`src/rtl/alist_pkg.sv`:
```
package alist_pkg;

   // Storage size and derived widths.
   localparam int CAPACITY = 64;
   localparam int ADDR_W   = $clog2(CAPACITY);
   localparam int CNT_W    = 7;
   localparam int POS_W    = 7;
   localparam int VAL_W    = 32;
   localparam int IDX_W    = 7;

   localparam logic [CNT_W-1:0] LEN_CAP = CNT_W'(CAPACITY);

   // Request operation codes.
   typedef enum logic [1:0] {
      OP_INSERT     = 2'd0,
      OP_SEARCH     = 2'd1,
      OP_DELETE_POS = 2'd2,
      OP_DELETE_VAL = 2'd3
   } op_type;

   // Commands from the controller to the datapath.
   typedef struct packed {
      logic capture;
      logic start_ins;
      logic start_del;
      logic start_srch;
      logic start_delv;
      logic step_ins;
      logic step_del;
      logic step_srch;
      logic len_inc;
      logic len_dec;
      logic rsp_load;
      logic rsp_ok;
      logic rsp_hit;
   } cmd_type;

   // Status from the datapath to the controller.
   typedef struct packed {
      logic ins_ok;
      logic del_ok;
      logic ins_more;
      logic del_more;
      logic hit;
      logic srch_end;
   } status_type;

endpackage

```
`src/rtl/alist_req_if.sv`:
```
interface alist_req_if import alist_pkg::*; ();
   logic                     valid;
   logic                     ready;
   logic [1:0]               operation;
   logic [POS_W-1:0]         position;
   logic signed [VAL_W-1:0]  value;

   modport source (output valid, operation, position, value, input ready);
   modport sink   (input valid, operation, position, value, output ready);
endinterface

```
`src/rtl/alist_rsp_if.sv`:
```
interface alist_rsp_if import alist_pkg::*; ();
   logic                     valid;
   logic                     ready;
   logic                     ok;
   logic signed [IDX_W-1:0]  found_index;
   logic [CNT_W-1:0]         count;

   modport source (output valid, ok, found_index, count, input ready);
   modport sink   (input valid, ok, found_index, count, output ready);
endinterface

```
`src/rtl/alist_dp.sv`:
```
module alist_dp import alist_pkg::*; (
   input  logic                    clock,
   input  logic                    reset,
   input  logic [POS_W-1:0]        req_position,
   input  logic signed [VAL_W-1:0] req_value,
   input  cmd_type                 cmd,
   output status_type              status,
   output logic                    rsp_ok,
   output logic signed [IDX_W-1:0] rsp_found_index,
   output logic [CNT_W-1:0]        rsp_count
);

   // Entry store with a registered read port.
   logic [VAL_W-1:0] entry_mem [CAPACITY];
   logic [VAL_W-1:0] rd_ff;
   logic [ADDR_W-1:0] rd_addr;

   // Request registers, list length and walking cursor.
   logic [POS_W-1:0]  pos_ff, pos_in;
   logic [VAL_W-1:0]  key_ff, key_in;
   logic [CNT_W-1:0]  len_ff, len_in;
   logic [CNT_W-1:0]  cur_ff, cur_in;

   // Write stage: a shifted word or the new value lands in the cycle after its read.
   logic              wpend_ff, wpend_in;
   logic [ADDR_W-1:0] waddr_ff, waddr_in;
   logic              wsel_ff, wsel_in;

   // Compare stage of the search walk.
   logic              cpend_ff, cpend_in;
   logic [ADDR_W-1:0] cidx_ff, cidx_in;
   logic [ADDR_W-1:0] hit_idx_ff, hit_idx_in;

   // Result word.
   logic              rsp_ok_ff, rsp_ok_in;
   logic [IDX_W-1:0]  rsp_fidx_ff, rsp_fidx_in;
   logic [CNT_W-1:0]  rsp_count_ff, rsp_count_in;

   logic match;

   // Status toward the controller.
   assign match = cpend_ff && (rd_ff == key_ff);

   always_comb begin
      status.ins_ok   = (pos_ff <= len_ff) && (len_ff < LEN_CAP);
      status.del_ok   = (pos_ff < len_ff);
      status.ins_more = (cur_ff > pos_ff);
      status.del_more = ((cur_ff + CNT_W'(1)) < len_ff);
      status.hit      = match;
      status.srch_end = !cpend_ff && (cur_ff >= len_ff);
   end

   // Next values of the walk and the request registers.
   always_comb begin
      pos_in      = pos_ff;
      key_in      = key_ff;
      cur_in      = cur_ff;
      wpend_in    = 1'b0;
      waddr_in    = waddr_ff;
      wsel_in     = wsel_ff;
      cpend_in    = 1'b0;
      cidx_in     = cidx_ff;
      hit_idx_in  = hit_idx_ff;
      rd_addr     = cur_ff[ADDR_W-1:0];

      if (cmd.capture) begin
         pos_in = req_position;
         key_in = req_value;
      end

      if (match) begin
         hit_idx_in = cidx_ff;
      end

      if (cmd.step_ins) begin
         if (cur_ff > pos_ff) begin
            rd_addr  = ADDR_W'(cur_ff - CNT_W'(1));
            wpend_in = 1'b1;
            waddr_in = cur_ff[ADDR_W-1:0];
            wsel_in  = 1'b0;
            cur_in   = cur_ff - CNT_W'(1);
         end else begin
            wpend_in = 1'b1;
            waddr_in = pos_ff[ADDR_W-1:0];
            wsel_in  = 1'b1;
         end
      end

      if (cmd.step_del) begin
         rd_addr = ADDR_W'(cur_ff + CNT_W'(1));
         if ((cur_ff + CNT_W'(1)) < len_ff) begin
            wpend_in = 1'b1;
            waddr_in = cur_ff[ADDR_W-1:0];
            wsel_in  = 1'b0;
            cur_in   = cur_ff + CNT_W'(1);
         end
      end

      if (cmd.step_srch) begin
         if (cur_ff < len_ff) begin
            cpend_in = 1'b1;
            cidx_in  = cur_ff[ADDR_W-1:0];
            cur_in   = cur_ff + CNT_W'(1);
         end
      end

      // Starting points of each walk take priority over a step.
      if (cmd.start_ins) begin
         cur_in = len_ff;
      end
      if (cmd.start_del) begin
         cur_in = pos_ff;
      end
      if (cmd.start_srch) begin
         cur_in = '0;
      end
      if (cmd.start_delv) begin
         cur_in = {1'b0, cidx_ff};
      end
   end

   // Length update and result word.
   always_comb begin
      len_in       = len_ff;
      rsp_ok_in    = rsp_ok_ff;
      rsp_fidx_in  = rsp_fidx_ff;
      rsp_count_in = rsp_count_ff;
      if (cmd.len_inc) begin
         len_in = len_ff + CNT_W'(1);
      end else if (cmd.len_dec) begin
         len_in = len_ff - CNT_W'(1);
      end
      if (cmd.rsp_load) begin
         rsp_ok_in    = cmd.rsp_ok;
         rsp_fidx_in  = cmd.rsp_hit ? IDX_W'(hit_idx_ff) : '1;
         rsp_count_in = len_in;
      end
   end

   // Control registers.
   always_ff @(posedge clock) begin
      if (reset) begin
         len_ff   <= '0;
         wpend_ff <= 1'b0;
         cpend_ff <= 1'b0;
      end else begin
         len_ff   <= len_in;
         wpend_ff <= wpend_in;
         cpend_ff <= cpend_in;
      end
   end

   // Payload registers.
   always_ff @(posedge clock) begin
      pos_ff       <= pos_in;
      key_ff       <= key_in;
      cur_ff       <= cur_in;
      waddr_ff     <= waddr_in;
      wsel_ff      <= wsel_in;
      cidx_ff      <= cidx_in;
      hit_idx_ff   <= hit_idx_in;
      rsp_ok_ff    <= rsp_ok_in;
      rsp_fidx_ff  <= rsp_fidx_in;
      rsp_count_ff <= rsp_count_in;
   end

   // Single write port and registered read port of the store.
   always_ff @(posedge clock) begin
      if (wpend_ff) begin
         entry_mem[waddr_ff] <= wsel_ff ? key_ff : rd_ff;
      end
      rd_ff <= entry_mem[rd_addr];
   end

   assign rsp_ok          = rsp_ok_ff;
   assign rsp_found_index = rsp_fidx_ff;
   assign rsp_count       = rsp_count_ff;

   // The list never grows past its capacity.
   a_len_bound: assert property (@(posedge clock) disable iff (reset)
      len_ff <= LEN_CAP)
      else $error("list length exceeds capacity");

   // Growing and shrinking the list are never asked for together.
   a_len_excl: assert property (@(posedge clock) disable iff (reset)
      !(cmd.len_inc && cmd.len_dec))
      else $error("length increment and decrement together");

   // An insert adds exactly one entry.
   a_len_inc: assert property (@(posedge clock) disable iff (reset)
      cmd.len_inc |=> len_ff == $past(len_ff) + CNT_W'(1))
      else $error("length did not grow by one");

   // Shift writes stay inside the list plus the slot an insert opens.
   a_waddr: assert property (@(posedge clock) disable iff (reset)
      wpend_ff |-> ({1'b0, waddr_ff} <= len_ff))
      else $error("store write beyond the list");

endmodule

```
`src/rtl/alist_ctrl.sv`:
```
module alist_ctrl import alist_pkg::*; (
   input  logic       clock,
   input  logic       reset,
   input  logic       req_valid,
   output logic       req_ready,
   input  logic [1:0] req_operation,
   output logic       rsp_valid,
   input  logic       rsp_ready,
   input  status_type status,
   output cmd_type    cmd
);

   typedef enum logic [5:0] {
      ST_IDLE   = 6'b000001,
      ST_DECODE = 6'b000010,
      ST_INS    = 6'b000100,
      ST_DEL    = 6'b001000,
      ST_SRCH   = 6'b010000,
      ST_FINISH = 6'b100000
   } state_type;

   state_type state_ff, state_in;
   op_type    op_ff, op_in;
   logic      res_ok_ff, res_ok_in;
   logic      res_hit_ff, res_hit_in;
   logic      res_inc_ff, res_inc_in;
   logic      res_dec_ff, res_dec_in;
   logic      rsp_valid_ff, rsp_valid_in;
   logic      slot_free;

   assign req_ready = (state_ff == ST_IDLE);
   assign rsp_valid = rsp_valid_ff;
   assign slot_free = !rsp_valid_ff || rsp_ready;

   // Sequencer: decode, walk the store, then hand over the result word.
   always_comb begin
      state_in   = state_ff;
      op_in      = op_ff;
      res_ok_in  = res_ok_ff;
      res_hit_in = res_hit_ff;
      res_inc_in = res_inc_ff;
      res_dec_in = res_dec_ff;
      cmd        = '0;

      case (state_ff)
         ST_IDLE: begin
            if (req_valid) begin
               cmd.capture = 1'b1;
               op_in       = op_type'(req_operation);
               state_in    = ST_DECODE;
            end
         end
         ST_DECODE: begin
            res_ok_in  = 1'b0;
            res_hit_in = 1'b0;
            res_inc_in = 1'b0;
            res_dec_in = 1'b0;
            case (op_ff)
               OP_INSERT: begin
                  if (status.ins_ok) begin
                     cmd.start_ins = 1'b1;
                     res_ok_in     = 1'b1;
                     res_inc_in    = 1'b1;
                     state_in      = ST_INS;
                  end else begin
                     state_in = ST_FINISH;
                  end
               end
               OP_DELETE_POS: begin
                  if (status.del_ok) begin
                     cmd.start_del = 1'b1;
                     res_ok_in     = 1'b1;
                     res_dec_in    = 1'b1;
                     state_in      = ST_DEL;
                  end else begin
                     state_in = ST_FINISH;
                  end
               end
               default: begin
                  cmd.start_srch = 1'b1;
                  state_in       = ST_SRCH;
               end
            endcase
         end
         ST_INS: begin
            cmd.step_ins = 1'b1;
            if (!status.ins_more) begin
               state_in = ST_FINISH;
            end
         end
         ST_DEL: begin
            cmd.step_del = 1'b1;
            if (!status.del_more) begin
               state_in = ST_FINISH;
            end
         end
         ST_SRCH: begin
            if (status.hit) begin
               res_ok_in  = 1'b1;
               res_hit_in = 1'b1;
               if (op_ff == OP_DELETE_VAL) begin
                  cmd.start_delv = 1'b1;
                  res_dec_in     = 1'b1;
                  state_in       = ST_DEL;
               end else begin
                  state_in = ST_FINISH;
               end
            end else if (status.srch_end) begin
               state_in = ST_FINISH;
            end else begin
               cmd.step_srch = 1'b1;
            end
         end
         ST_FINISH: begin
            if (slot_free) begin
               cmd.rsp_load = 1'b1;
               cmd.rsp_ok   = res_ok_ff;
               cmd.rsp_hit  = res_hit_ff;
               cmd.len_inc  = res_inc_ff;
               cmd.len_dec  = res_dec_ff;
               state_in     = ST_IDLE;
            end
         end
         default: begin
            state_in = ST_IDLE;
         end
      endcase
   end

   // Result word valid flag.
   always_comb begin
      rsp_valid_in = rsp_valid_ff;
      if (cmd.rsp_load) begin
         rsp_valid_in = 1'b1;
      end else if (rsp_ready) begin
         rsp_valid_in = 1'b0;
      end
   end

   always_ff @(posedge clock) begin
      if (reset) begin
         state_ff     <= ST_IDLE;
         op_ff        <= OP_INSERT;
         res_ok_ff    <= 1'b0;
         res_hit_ff   <= 1'b0;
         res_inc_ff   <= 1'b0;
         res_dec_ff   <= 1'b0;
         rsp_valid_ff <= 1'b0;
      end else begin
         state_ff     <= state_in;
         op_ff        <= op_in;
         res_ok_ff    <= res_ok_in;
         res_hit_ff   <= res_hit_in;
         res_inc_ff   <= res_inc_in;
         res_dec_ff   <= res_dec_in;
         rsp_valid_ff <= rsp_valid_in;
      end
   end

   // A result is only handed over when the output slot is free.
   a_no_overwrite: assert property (@(posedge clock) disable iff (reset)
      cmd.rsp_load |-> (!rsp_valid_ff || rsp_ready))
      else $error("result word overwritten before it was taken");

   // A found key always comes with a successful outcome.
   a_hit_ok: assert property (@(posedge clock) disable iff (reset)
      (cmd.rsp_load && cmd.rsp_hit) |-> cmd.rsp_ok)
      else $error("hit reported without success");

   // The length only moves when a result word is handed over.
   a_len_with_rsp: assert property (@(posedge clock) disable iff (reset)
      (cmd.len_inc || cmd.len_dec) |-> cmd.rsp_load)
      else $error("length changed outside result hand-over");

endmodule

```
`src/rtl/array_list_insert_delete_search.sv`:
```
// Ordered list of up to 64 signed 32-bit words held in a store with one write port
// and a registered read port. Each request word inserts at a position, searches for
// a key, deletes at a position or deletes the first word equal to a key, and yields
// one result word with ok, the found index (-1 when none) and the count after the
// request. The walk over the store moves one entry per clock cycle, bounded by
// the one read and one write port of the store. A new request is taken while the
// previous result word still waits at the output. Reset empties the list at once.
module array_list_insert_delete_search import alist_pkg::*; (
   input logic         clock,
   input logic         reset,
   alist_req_if.sink   req_if,
   alist_rsp_if.source rsp_if
);

   cmd_type    cmd;
   status_type status;

   // Sequencer.
   alist_ctrl u_ctrl (
      .clock         (clock),
      .reset         (reset),
      .req_valid     (req_if.valid),
      .req_ready     (req_if.ready),
      .req_operation (req_if.operation),
      .rsp_valid     (rsp_if.valid),
      .rsp_ready     (rsp_if.ready),
      .status        (status),
      .cmd           (cmd)
   );

   // Store, cursor and result word.
   alist_dp u_dp (
      .clock           (clock),
      .reset           (reset),
      .req_position    (req_if.position),
      .req_value       (req_if.value),
      .cmd             (cmd),
      .status          (status),
      .rsp_ok          (rsp_if.ok),
      .rsp_found_index (rsp_if.found_index),
      .rsp_count       (rsp_if.count)
   );

endmodule

```
`src/flat_wrapper.sv`:
```
// flat-port wrapper written by rule: the top's interface ports become plain ports
module array_list_insert_delete_search_flat import alist_pkg::*;
  (clock, reset, req_if_valid, req_if_operation, req_if_position, req_if_value, req_if_ready, rsp_if_valid, rsp_if_ok, rsp_if_found_index, rsp_if_count, rsp_if_ready);
  alist_req_if req_if_i ();
  alist_rsp_if rsp_if_i ();
  input logic clock;
  input logic reset;
  input wire logic [$bits(req_if_i.valid)-1:0] req_if_valid;
  input wire logic [$bits(req_if_i.operation)-1:0] req_if_operation;
  input wire logic [$bits(req_if_i.position)-1:0] req_if_position;
  input wire logic [$bits(req_if_i.value)-1:0] req_if_value;
  output wire logic [$bits(req_if_i.ready)-1:0] req_if_ready;
  output wire logic [$bits(rsp_if_i.valid)-1:0] rsp_if_valid;
  output wire logic [$bits(rsp_if_i.ok)-1:0] rsp_if_ok;
  output wire logic [$bits(rsp_if_i.found_index)-1:0] rsp_if_found_index;
  output wire logic [$bits(rsp_if_i.count)-1:0] rsp_if_count;
  input wire logic [$bits(rsp_if_i.ready)-1:0] rsp_if_ready;
  assign req_if_i.valid = req_if_valid;
  assign req_if_i.operation = req_if_operation;
  assign req_if_i.position = req_if_position;
  assign req_if_i.value = req_if_value;
  assign req_if_ready = req_if_i.ready;
  assign rsp_if_valid = rsp_if_i.valid;
  assign rsp_if_ok = rsp_if_i.ok;
  assign rsp_if_found_index = rsp_if_i.found_index;
  assign rsp_if_count = rsp_if_i.count;
  assign rsp_if_i.ready = rsp_if_ready;
  array_list_insert_delete_search u_core (.clock(clock), .reset(reset), .req_if(req_if_i), .rsp_if(rsp_if_i));
endmodule
```
`config.mk`:
```
export PLATFORM = sky130hd
export DESIGN_NAME = array_list_insert_delete_search_flat
export DESIGN_NICKNAME = d
export VERILOG_FILES = /design/src/rtl/alist_pkg.sv /design/src/rtl/alist_req_if.sv /design/src/rtl/alist_rsp_if.sv /design/src/rtl/alist_dp.sv /design/src/rtl/alist_ctrl.sv /design/src/rtl/array_list_insert_delete_search.sv /design/src/flat_wrapper.sv
export SDC_FILE = /design/constraint.sdc
export NUM_CORES = 2
export LEC_CHECK = 0
export BUFFER_PORTS_ARGS = -buffer_cell sky130_fd_sc_hd__buf_2
export CORE_MARGIN = 10
export CORE_UTILIZATION = 51
export CTS_CLUSTER_DIAMETER = 30
export DETAILED_ROUTE_END_ITERATION = 10
export PLACE_DENSITY = 0.65
export SYNTH_ARGS = -nofsm -noshare
export SYNTH_HDL_FRONTEND = slang
export SYNTH_SLANG_ARGS = --single-unit
export TNS_END_PERCENT = 20
```
`constraint.sdc`:
```
create_clock -name clock -period 4.9 [get_ports clock]
set_input_delay 0.49 -clock clock [delete_from_list [all_inputs] [get_ports clock]]
set_output_delay 0.49 -clock clock [all_outputs]
set_load 0.01 [all_outputs]
```
==> impl_results.md <==
* Worst setup margin at 0.227 ns
* TritonCTS Buffers at 432
* Synth Cell Area at 85700 um^2
* DR pass1 iterations at 8
* Cell Rows at 150
* Total Nets Final at 5540
* Non-filler cells, final at 8041
* Chip height at 430 um
* Post-Place Setup Slack at 0.251 ns
* Final Hold Violating Endpoints at 0
* Vias in the first global route at 49900
* CP endpoint kind: flip-flop
* Routed vias/inst at 6.31
* Initial DRC count at 7050
* Library cells used by synthesis at 83
* CTS clock-pin slew for the worst setup and hold paths at 0.05 ns
* Number of flops mapped to enable cells by yosys at 2114
* VDD IR-drop max at 0.000502 V
* Synthesized net count at 4989
* Simple-Gate Fraction of Synth Area at 0.0615
* CP required at 5.73 ns
* Post-synthesis xor/xnor area fraction at 0.00619
* Die W at 430 um
* Clock Tree Root: clkbuf_16
* Routed len/inst at 31.3 um
* Cells after DPL at 7185
* Global route overflow at 0
* Mapped Cells at 4912
* R2R Setup Slk at 0.23 ns
* Max cap viols at 0
* Clock share of power at 0.443
* Setup violators final at 0
* I/O pin count at 62
* Switching fraction of total power at 0.294
* Slew Limit Fails at 0
* Power per Cell Area at 636 nW/um^2
* GRT met3 Usage at 0.0646
* Status: complete, no violations
* Critical Path AT at 5.50 ns
* Area contributors post-synth: edfxtp_1, mux4_2, nand2_1, mux2i_1, dfxtp_1
* Final min period at 4.67 ns
* RSZ-0062 raised after global routing: no
* Core area at 167000 um^2
* Clock sinks at 2182
* Post-CTS setup buffer count at 0
* IO buf count at 61
* Ys flop type: edfxtp_1
* Peak Freq at 0.214 GHz
* First-pass GRT wire length at 359000 um
* Worst min path class: in2reg
* DRC at 0
* Setup Skew at 0.0893 ns
* Compound-Gate Fraction of Synth Area at 0.0564
* Wirelength, routed at 252000 um
* Top-count cell post-synth: edfxtp_1
* Worst-case reg-to-reg path depth at 15
* Synthesis warning total at 0
* Worst Setup Path Type: reg2reg
* Longest Clk Path Bufs at 4
* Gate power share at 0.207
* Crit Path Max Fanout at 38
* Vias at 50700
* Initial antenna violation count at 17
* P_int at 47.7 mW
* Relative slew margins at 0.0747
* Total GRT Usage at 0.268
* Met2 GRT Util at 0.414
* HPWL Detailed at 150000 um
* Initial Util at 0.513
* Clk_lat worst skew at 0.98 ns
* Fraction of layout cells with a size suffix above 1 at 0.264
* Met1 usage at 0.357
* Sequential cell fraction of total power at 0.349
* Least-Margin Pin Slew at 1.39 ns
* Cell taking the most area after synthesis: edfxtp_1
* Most instantiated cells after synthesis: edfxtp_1, nand2_1, mux4_2
* Final core utilization at 0.634
* Seq cells post-synth at 2182
* Post-Synth Adder-Cell Area at 0.00467
* Yosys top cell area share at 0.740
* Synthesis-to-finish area growth at 23.6%
* Post-synthesis mux area share at 0.0968
* Leak Pwr at 35.0 nW
* Syn_area_per_cell at 17.5 um^2
* Pin count of the biggest net entering global routing at 96
* CP Launch Type: flip-flop
* Main combinational cell family by area after synthesis: multiplexers
* Hold path cells at 2
* CTS tree: built
* Setup_tns at 0 ns
* Routability-driven placement congestion ratio at 0.930
* Antenna-violating nets left at 0
* Ys async rst share at 0
* DIE AREA at 185000 um^2
* Busiest layer in global routing: met2
* Fraction of the yosys area taken by sequential cells at 0.756
* P_sw at 19.8 mW
* H-tree Lvls at 5
* Tcrit/Tclk final at 0.954
==> state kept, by name, summed over array words and instances (netlist names) <==
name	flops
u_core.u_dp.rsp_ok	1
u_core.u_dp.waddr_ff	6
u_core.u_dp.wpend_ff	1
u_core.u_dp.entry_mem	2048
u_core.u_dp.cur_ff	7
u_core.u_dp.rsp_found_index	7
u_core.u_ctrl.state_ff	6
u_core.u_dp.key_ff	32
u_core.u_ctrl.res_dec_ff	1
u_core.u_ctrl.res_hit_ff	1
u_core.u_dp.wsel_ff	1
u_core.u_ctrl.op_ff	2
u_core.u_dp.pos_ff	7
u_core.u_dp.cpend_ff	1
u_core.u_ctrl.rsp_valid	1
u_core.u_ctrl.res_ok_ff	1
u_core.u_dp.rsp_count	7
u_core.u_dp.len_ff	7
u_core.u_dp.hit_idx_ff	6
u_core.u_ctrl.res_inc_ff	1
u_core.u_dp.cidx_ff	6
u_core.u_dp.rd_ff	32
==> cell families after synthesis <==
group	Yosys count
adders and majority gates	32
buffers and inverters	310
muxes	486
xor gates and xnor gates	55
AOI/OAI and AO/OA	641
DFF	2182
and+or+nand+nor	1206
==> worst paths after layout <==
kind	from	endpoint
worst max-delay path	u_core.u_dp.pos_ff[4]	u_core.u_dp.rd_ff[13]
worst min register to register	u_core.u_dp.cidx_ff[3]	u_core.u_dp.hit_idx_ff[3]
worst min-delay path	req_if_value[12]	u_core.u_dp.key_ff[12]
worst max register to register	u_core.u_dp.pos_ff[4]	u_core.u_dp.rd_ff[13]
==> critical path, stage by stage, from the launching register on <==
cell	delay, ns
edfxtp_1	0.40
inv_1	0.08
ha_1	0.32
a21oi_1	0.09
o21ai_1	0.38
o21ai_2	0.14
o21a_4	0.24
xnor2_4	0.50
buf_12	0.28
buf_12	0.20
buf_12	0.31
mux4_2	0.55
a22oi_1	0.23
nand3_1	0.29
o21ai_0	0.34
o21ba_1	0.21
==> cells in the final DEF (no fill, tap or decap), drive strengths merged, types with 16 or more instances in the layout <==
master       synthesis  layout
nand4               37      37
ha                  32      32
buf                162     354
nand3              196     196
mux2                54      54
inv                 24      64
a21oi               69      69
o21ai               77      77
a31oi              111     111
nor3                29      29
clkinvlp             0      55
dfxtp               68      68
a32oi               35      35
mux2i              163     163
edfxtp            2114    2114
clkbuf             123     478
nor2               139     139
diode                0      19
a31o                28      28
dlygate4sd3          0      48
o2111a              20      20
nand2              710     710
bufinv               0      71
a22oi               74      74
mux4               269     269
a221oi              26      26
clkinv               1     146
o2111ai             25      25
xor2                35      35
a221o               31      31
nor2b               16      16
xnor2               20      20
==> metal layers <==
| layer | part of all wire | vias up |
|---|---|---|
| met5 | 0.00018 | - |
| met2 | 0.47 | 3102 |
| met1 | 0.38 | 26100 |
| li1 | - | 21000 |
| met3 | 0.10 | 575 |
| met4 | 0.052 | 8 |
==> per-stage QoR <==
step | cell area (um^2) | hold WS, ns | total power, mW
6_report | 106000 | 0.251 | 67.5
5_1_grt | 106000 | 0.238 | 69.1
4_1_cts | 106000 | 0.199 | 67.4
3_5_place_dp | 90600 | 0.449 | 37.6
3_3_place_gp | 90600 | 0.447 | 37.4
2_1_floorplan | 85700 | 0.427 | 31.1
==> final cells by class <==
class | count | area, um^2
fillers | 11300 | 61200
repair buffers | 402 | 3370
inverters | 25 | 93.8
flip-flops and latches | 2182 | 64800
multi-input cells | 2420 | 20000
diodes | 19 | 47.5
clock inverters | 311 | 3730
well taps | 2204 | 2760
clock buffers | 478 | 11200
==> power by group through the flow <==
stage | logic, mW | registers (mW) | clock network [mW]
floorplan | 7.42 | 23.7 | 0
global route | 14.6 | 23.5 | 31.0
detailed placement | 13.7 | 23.9 | 0
CTS | 13.8 | 23.6 | 30.0
global placement | 13.5 | 23.9 | 0
finish | 14.0 | 23.6 | 29.9
==> what timing repair did <==
item	CTS	global route
endpoints found under the setup margin	0	0
hold endpoints to repair	50	0
resized for setup	0	0
hold buffers	48	0
No activity file was read; power rests on OpenSTA's default activity.
